==> config.mk <==
export PLATFORM = sky130hd
export DESIGN_NAME = mrkl_ctrl
export DESIGN_NICKNAME = d
export VERILOG_FILES = /design/src/rtl/mrkl_pkg.sv /design/src/rtl/mrkl_ctrl.sv
export SDC_FILE = /design/constraint.sdc
export NUM_CORES = 1
export LEC_CHECK = 0
export ABC_AREA = 1
export BUFFER_PORTS_ARGS = -buffer_cell sky130_fd_sc_hd__buf_2
export CAP_MARGIN = 20
export CORE_MARGIN = 10
export CORE_UTILIZATION = 45
export CTS_BUF_LIST = sky130_fd_sc_hd__clkbuf_4 sky130_fd_sc_hd__clkbuf_8 sky130_fd_sc_hd__clkbuf_16
export DETAILED_ROUTE_END_ITERATION = 6
export SYNTH_ARGS = -nofsm -noshare
export SYNTH_HDL_FRONTEND = slang
export SYNTH_SLANG_ARGS = --single-unit
==> constraint.sdc <==
create_clock -name clk -period 2.6 [get_ports clk]
set_input_delay 0.26 -clock clk [delete_from_list [all_inputs] [get_ports clk]]
set_output_delay 0.26 -clock clk [all_outputs]
set_load 0.005 [all_outputs]
==> src/rtl/mrkl_pkg.sv <==
// shared types, constants and helper functions for the merkle root engine
// no dependencies
package mrkl_pkg;

    typedef enum logic [2:0] {
        ST_IDLE,
        ST_LOAD,
        ST_HASH,
        ST_WRB,
        ST_OUTR,
        ST_OUTW
    } state_t;

    typedef enum logic [1:0] {
        PH_LEFT,
        PH_RIGHT,
        PH_PAD,
        PH_EMPTY
    } phase_t;

    typedef enum logic [1:0] {
        BLK_DATA,
        BLK_PAD_PAIR,
        BLK_PAD_EMPTY
    } blk_sel_t;

    typedef struct packed {
        logic     wr_in;
        logic     wr_hash;
        logic     rd;
        logic     cap;
        logic [1:0] cap_slot;
        logic     out_load;
        logic     sha_start;
        logic     sha_init;
        blk_sel_t blk_sel;
    } cmd_t;

    typedef struct packed {
        logic sha_done;
    } stat_t;

    localparam logic [0:0] ACT_LEAF = 1'b0;
    localparam logic [0:0] ACT_END  = 1'b1;

    // padding block after a 128 byte message, and the block of the empty message
    localparam logic [511:0] PAD_PAIR  = {32'h8000_0000, 448'd0, 32'h0000_0400};
    localparam logic [511:0] PAD_EMPTY = {32'h8000_0000, 480'd0};

    localparam logic [255:0] H_INIT = {
        32'h6a09e667, 32'hbb67ae85, 32'h3c6ef372, 32'ha54ff53a,
        32'h510e527f, 32'h9b05688c, 32'h1f83d9ab, 32'h5be0cd19
    };

    localparam logic [31:0] KROUND [64] = '{
        32'h428a2f98, 32'h71374491, 32'hb5c0fbcf, 32'he9b5dba5,
        32'h3956c25b, 32'h59f111f1, 32'h923f82a4, 32'hab1c5ed5,
        32'hd807aa98, 32'h12835b01, 32'h243185be, 32'h550c7dc3,
        32'h72be5d74, 32'h80deb1fe, 32'h9bdc06a7, 32'hc19bf174,
        32'he49b69c1, 32'hefbe4786, 32'h0fc19dc6, 32'h240ca1cc,
        32'h2de92c6f, 32'h4a7484aa, 32'h5cb0a9dc, 32'h76f988da,
        32'h983e5152, 32'ha831c66d, 32'hb00327c8, 32'hbf597fc7,
        32'hc6e00bf3, 32'hd5a79147, 32'h06ca6351, 32'h14292967,
        32'h27b70a85, 32'h2e1b2138, 32'h4d2c6dfc, 32'h53380d13,
        32'h650a7354, 32'h766a0abb, 32'h81c2c92e, 32'h92722c85,
        32'ha2bfe8a1, 32'ha81a664b, 32'hc24b8b70, 32'hc76c51a3,
        32'hd192e819, 32'hd6990624, 32'hf40e3585, 32'h106aa070,
        32'h19a4c116, 32'h1e376c08, 32'h2748774c, 32'h34b0bcb5,
        32'h391c0cb3, 32'h4ed8aa4a, 32'h5b9cca4f, 32'h682e6ff3,
        32'h748f82ee, 32'h78a5636f, 32'h84c87814, 32'h8cc70208,
        32'h90befffa, 32'ha4506ceb, 32'hbef9a3f7, 32'hc67178f2
    };

    function automatic logic [31:0] rotr(input logic [31:0] x, input int n);
        rotr = (x >> n) | (x << (32 - n));
    endfunction

    function automatic logic [31:0] big_sig0(input logic [31:0] x);
        big_sig0 = rotr(x, 2) ^ rotr(x, 13) ^ rotr(x, 22);
    endfunction

    function automatic logic [31:0] big_sig1(input logic [31:0] x);
        big_sig1 = rotr(x, 6) ^ rotr(x, 11) ^ rotr(x, 25);
    endfunction

    function automatic logic [31:0] sml_sig0(input logic [31:0] x);
        sml_sig0 = rotr(x, 7) ^ rotr(x, 18) ^ (x >> 3);
    endfunction

    function automatic logic [31:0] sml_sig1(input logic [31:0] x);
        sml_sig1 = rotr(x, 17) ^ rotr(x, 19) ^ (x >> 10);
    endfunction

    // lowercase ascii hex of one 64-bit word, first nibble in the top byte
    function automatic logic [127:0] hex64(input logic [63:0] w);
        logic [3:0] n;
        logic [127:0] r;
        r = '0;
        for (int i = 0; i < 16; i++)
        begin
            n = w[63 - 4 * i -: 4];
            r[127 - 8 * i -: 8] = (n < 4'd10) ? (8'h30 + {4'd0, n}) : (8'h57 + {4'd0, n});
        end
        hex64 = r;
    endfunction

endpackage

==> src/rtl/mrkl_ctrl.sv <==
// controller: leaf counting, tree walk sequencing and result handshake
// depends on mrkl_pkg
module mrkl_ctrl #(
    parameter int MAX_LEAVES = 64,
    parameter int LW = $clog2(MAX_LEAVES),
    parameter int CW = $clog2(MAX_LEAVES + 1)
) (
    input  logic              clk,
    input  logic              rst_n,
    input  logic              in_valid,
    output logic              in_stall,
    input  logic              action,
    input  logic [1:0]        leaf_word_index,
    output logic              out_valid,
    input  logic              out_stall,
    output logic [1:0]        root_word_index,
    output logic              last_word,
    output logic              truncated,
    output mrkl_pkg::cmd_t    cmd,
    input  mrkl_pkg::stat_t   stat,
    output logic [LW-1:0]     leaf_addr,
    output logic [1:0]        word_sel
);
    import mrkl_pkg::*;

    localparam logic [CW-1:0] MAXC = CW'(MAX_LEAVES);

    state_t        state_reg, state_next;
    phase_t        phase_reg, phase_next;
    logic [CW-1:0] leaf_count_reg, leaf_count_next;
    logic          ovf_reg, ovf_next;
    logic [CW-1:0] cnt_reg, cnt_next;
    logic [CW-1:0] i_reg, i_next;
    logic [LW-1:0] nxt_reg, nxt_next;
    logic [2:0]    sub_reg, sub_next;
    logic [1:0]    k_reg, k_next;
    logic          ov_reg, ov_next;

    logic [CW:0]   i_plus1;
    logic [CW:0]   i_plus2;
    logic [CW-1:0] right;
    logic [CW-1:0] nxt_cnt;

    assign i_plus1 = {1'b0, i_reg} + 1'b1;
    assign i_plus2 = {1'b0, i_reg} + 2'd2;
    assign right   = (i_plus1 < {1'b0, cnt_reg}) ? i_plus1[CW-1:0] : i_reg;
    assign nxt_cnt = CW'(nxt_reg) + 1'b1;

    always_ff @(posedge clk or negedge rst_n)
    begin
        if (!rst_n)
        begin
            state_reg      <= ST_IDLE;
            phase_reg      <= PH_LEFT;
            leaf_count_reg <= '0;
            ovf_reg        <= 1'b0;
            cnt_reg        <= '0;
            i_reg          <= '0;
            nxt_reg        <= '0;
            sub_reg        <= '0;
            k_reg          <= '0;
            ov_reg         <= 1'b0;
        end
        else
        begin
            state_reg      <= state_next;
            phase_reg      <= phase_next;
            leaf_count_reg <= leaf_count_next;
            ovf_reg        <= ovf_next;
            cnt_reg        <= cnt_next;
            i_reg          <= i_next;
            nxt_reg        <= nxt_next;
            sub_reg        <= sub_next;
            k_reg          <= k_next;
            ov_reg         <= ov_next;
        end
    end

    always_comb
    begin
        state_next      = state_reg;
        phase_next      = phase_reg;
        leaf_count_next = leaf_count_reg;
        ovf_next        = ovf_reg;
        cnt_next        = cnt_reg;
        i_next          = i_reg;
        nxt_next        = nxt_reg;
        sub_next        = sub_reg;
        k_next          = k_reg;
        ov_next         = ov_reg;
        cmd             = '0;
        cmd.blk_sel     = BLK_DATA;
        leaf_addr       = '0;
        word_sel        = '0;
        in_stall        = 1'b1;

        case (state_reg)
            ST_IDLE:
            begin
                in_stall  = 1'b0;
                leaf_addr = leaf_count_reg[LW-1:0];
                word_sel  = leaf_word_index;
                if (in_valid)
                begin
                    if (action == ACT_LEAF)
                    begin
                        if (leaf_count_reg == MAXC)
                            ovf_next = 1'b1;
                        else
                        begin
                            cmd.wr_in = 1'b1;
                            if (leaf_word_index == 2'd3)
                                leaf_count_next = leaf_count_reg + 1'b1;
                        end
                    end
                    else
                    begin
                        cnt_next = leaf_count_reg;
                        i_next   = '0;
                        nxt_next = '0;
                        sub_next = '0;
                        k_next   = '0;
                        if (leaf_count_reg == '0)
                        begin
                            cmd.sha_start = 1'b1;
                            cmd.sha_init  = 1'b1;
                            cmd.blk_sel   = BLK_PAD_EMPTY;
                            phase_next    = PH_EMPTY;
                            state_next    = ST_HASH;
                        end
                        else if (leaf_count_reg == CW'(1))
                            state_next = ST_OUTR;
                        else
                        begin
                            phase_next = PH_LEFT;
                            state_next = ST_LOAD;
                        end
                    end
                end
            end

            ST_LOAD:
            begin
                leaf_addr = (phase_reg == PH_LEFT) ? i_reg[LW-1:0] : right[LW-1:0];
                word_sel  = sub_reg[1:0];
                cmd.rd    = (sub_reg < 3'd4);
                if (sub_reg >= 3'd1 && sub_reg <= 3'd4)
                begin
                    cmd.cap      = 1'b1;
                    cmd.cap_slot = 2'(sub_reg - 3'd1);
                end
                sub_next = sub_reg + 3'd1;
                if (sub_reg == 3'd5)
                begin
                    cmd.sha_start = 1'b1;
                    cmd.sha_init  = (phase_reg == PH_LEFT);
                    sub_next      = '0;
                    state_next    = ST_HASH;
                end
            end

            ST_HASH:
            begin
                if (stat.sha_done)
                begin
                    case (phase_reg)
                        PH_LEFT:
                        begin
                            phase_next = PH_RIGHT;
                            state_next = ST_LOAD;
                        end
                        PH_RIGHT:
                        begin
                            cmd.sha_start = 1'b1;
                            cmd.blk_sel   = BLK_PAD_PAIR;
                            phase_next    = PH_PAD;
                        end
                        default:
                        begin
                            sub_next   = '0;
                            state_next = ST_WRB;
                        end
                    endcase
                end
            end

            ST_WRB:
            begin
                leaf_addr   = nxt_reg;
                word_sel    = sub_reg[1:0];
                cmd.wr_hash = 1'b1;
                sub_next    = sub_reg + 3'd1;
                if (sub_reg == 3'd3)
                begin
                    sub_next = '0;
                    if (phase_reg == PH_EMPTY)
                        state_next = ST_OUTR;
                    else if (i_plus2 >= {1'b0, cnt_reg})
                    begin
                        cnt_next = nxt_cnt;
                        i_next   = '0;
                        nxt_next = '0;
                        if (nxt_cnt == CW'(1))
                            state_next = ST_OUTR;
                        else
                        begin
                            phase_next = PH_LEFT;
                            state_next = ST_LOAD;
                        end
                    end
                    else
                    begin
                        i_next     = i_plus2[CW-1:0];
                        nxt_next   = nxt_reg + 1'b1;
                        phase_next = PH_LEFT;
                        state_next = ST_LOAD;
                    end
                end
            end

            ST_OUTR:
            begin
                leaf_addr = '0;
                word_sel  = k_reg;
                cmd.rd    = (sub_reg == 3'd0);
                sub_next  = 3'd1;
                if (sub_reg != 3'd0)
                begin
                    cmd.out_load = 1'b1;
                    ov_next      = 1'b1;
                    sub_next     = '0;
                    state_next   = ST_OUTW;
                end
            end

            ST_OUTW:
            begin
                if (!out_stall)
                begin
                    ov_next = 1'b0;
                    k_next  = k_reg + 2'd1;
                    if (k_reg == 2'd3)
                    begin
                        leaf_count_next = '0;
                        ovf_next        = 1'b0;
                        state_next      = ST_IDLE;
                    end
                    else
                        state_next = ST_OUTR;
                end
            end

            default:
                state_next = ST_IDLE;
        endcase
    end

    assign out_valid       = ov_reg;
    assign root_word_index = k_reg;
    assign last_word       = (k_reg == 2'd3);
    assign truncated       = ovf_reg;

endmodule

==> flow_metrics.tcl <==
set metrics [dict create \
    design_area_mm2 0.003329 \
    worstHoldPathType "input port to async pin" \
    fillers 659 \
    seqCellArea_um2 950.9 \
    areaGrowthSynthToFinish_pct 11.48 \
    cts_sinks 38 \
    slew_viol_final 0 \
    fin_tns_setup_ps 0 \
    setup_slack_ps 196.7 \
    antenna_found_initial 0 \
    routed_via_density 5.169 \
    io_buffers 32 \
    cts_buffers 5 \
    dp_hpwl_um 6222 \
    slew_headroom_pct 41.44 \
    dieArea_mm2 0.01030 \
    synthCells 431 \
    reg2reg_slack_ps 310 \
    post-route-drc-count 0 \
    startpoint "leaf_count_reg[0]" \
    grt_usage_pct 15.55 \
    multiInputGateArea_mm2 0.001725 \
    crit_fanout 6 \
    place.gp.congestion 0.9370 \
    synth_top_area_share_pct 31.84 \
    path_class "flop to output port" \
    grt_pass1_vias 2673 \
    post_cts_buffers 0 \
    drt-pass1-iter-count 7 \
    worst_clock_skew_ps 9.415 \
    rr_startpoint "i_reg[2]" \
    clock_latency_ps 290 \
    io-pin-count 33 \
    grt_pass1_wl_um 13010 \
    async_flop_share_pct 100.0 \
    htree_levels 2 \
    hold_buffers 0 \
    finalSetupViolations 0 \
    final.period_utilization_pct 92.44 \
    reg2reg_depth 16 \
    synthesis.area_mm2 0.002987 \
    initial_core_util_pct 46.77 \
    fin_nets 494 \
    num_vias 2791 \
    grt_overflow_total 0 \
    cts.repair.resized 0 \
    power_density_mw_per_mm2 1113 \
    rsz0062_at_grt "no" \
    synth_edf_count 0 \
    die_w_um 101.5 \
    pre_cts_ws_ps 349.4 \
    avgSynthCellArea_um2 6.929 \
    cts_tree "yes" \
    n_antenna_cell 0 \
    critPathCaptureType "output port" \
    placed_area_mm2 0.003221 \
    layout-drive-gt1-share_pct 15.12 \
    wl_per_cell_um 14.39 \
    synthFlopType "dfrtp_1" \
    critPathLaunchType "flop" \
    rows 29 \
    grt_start_max_net_pins 39 \
    antenna_left 0 \
    maxCapViolCount 0 \
    synthTopCellsByCount "nand2_1, inv_1, dfrtp_1" \
    crit_arrival_ps 2140 \
    synth-seq-area-share_pct 31.84 \
    yosys_register_bits 38 \
    fmax_mhz 416.1 \
    synth.net_count 463 \
    cts.path.max_buffers 2 \
    worst_slew_pin_slew_ps 878.4 \
    root_buffer "clkbuf_8" \
    r2r-end "cnt_reg[0]" \
    clkTransAtPathRegs_ps 80 \
    die_y_um 101.5 \
    ir_drop_mv 0.6330 \
    synth_top_area_cell "dfrtp_1" \
    min_period_ps 2403 \
    power_leakage_nw 1.797 \
    wirelength_um 7768 \
    drt_iter0_drc 185 \
    synth.most_common_cell "nand2_1" \
    ys_types 36 \
    status "finished clean" \
    critPathRequiredTime_ps 2340 \
    core-area_mm2 0.006386 \
    hold_violations 0 \
    synthTopCellsByArea "dfrtp_1, nand2_1, ha_1" \
    synth_warnings 0 \
]
[area by class of cell]
| class | count | area share, % |
|---|---|---|
| clock buffer | 5 | 2.067 |
| clock inverter | 3 | 1.203 |
| inverter | 70 | 7.967 |
| multi-input combinational | 312 | 51.82 |
| sequential | 38 | 28.56 |
| tap | 77 | 2.894 |
| timing repair buffer | 35 | 5.487 |
[critical path: stages (launching register included)]
cell      delay (ps)
dfrtp_1          450
inv_1            150
ha_1             160
nand3_1          100
nor2_1           280
inv_1            130
nor4_2           290
o21bai_1         160
buf_2            130
[power by group]
| group | leakage [nW] | internal (mW) | switching (mW) | total [mW] |
|---|---|---|---|---|
| clock network | 0.0579 | 0.282 | 0.214 | 0.497 |
| logic | 1.24 | 0.751 | 1.49 | 2.24 |
| registers | 0.501 | 0.781 | 0.189 | 0.969 |
| total | 1.80 | 1.81 | 1.89 | 3.70 |
[metrics by stage]
step	power, mW	utilization [%]	hold WS, ps	instances
global placement	3.176	50.43	432.7	532
floorplan	2.535	-	-35.59	431
finish	3.705	52.14	84.93	540
detailed placement	3.217	50.43	438.2	532
global route	4.118	52.14	151.2	540
CTS	3.730	52.14	121.7	540
[metal layers]
layer,vias up,part of all wire (%),track usage (%)
li1,1440,-,-
met1,1274,49,21.46
met2,70,44,24.46
met3,7,6.3,3.472
met4,0,0.97,2.787
met5,-,0,0
[worst max-delay path by stage]
stage,to,slack (ps),cells past startpoint
detailed placement,cnt_reg[2],350,16
finish,cmd[2],200,8
CTS,cmd[3],180,9
floorplan,cnt_reg[6],510,14
global placement,cnt_reg[0],400,16
global route,cmd[2],20,8
[logic make-up (layout without fill, tap and decap cells)]
group / Yosys count / in the layout / share of synthesized area [%]
AO/OA/AOI/OAI: 67 / 67 / 12.82
flip-flops: 38 / 38 / 31.84
adder cells (fa/ha/maj): 24 / 24 / 10.05
buffers and inverters: 81 / 113 / 10.39
AND/OR/NAND/NOR: 212 / 212 / 32.26
XOR/XNOR: 9 / 9 / 2.639
[cell usage in the layout, fill, tap and decap left out, types with 5 or more instances in the layout]
master,count
nand2_1,118
inv_1,62
dfrtp_1,38
nor2_1,36
buf_2,32
o21ai_0,29
ha_1,24
nand3_1,19
a21oi_1,11
nor3_1,10
o21ai_1,10
xor2_1,9
nand2_2,8
inv_2,6
o221ai_1,6
nand4_1,6
o211ai_1,5
clkbuf_8,5
(Power assumes the default switching activity.)
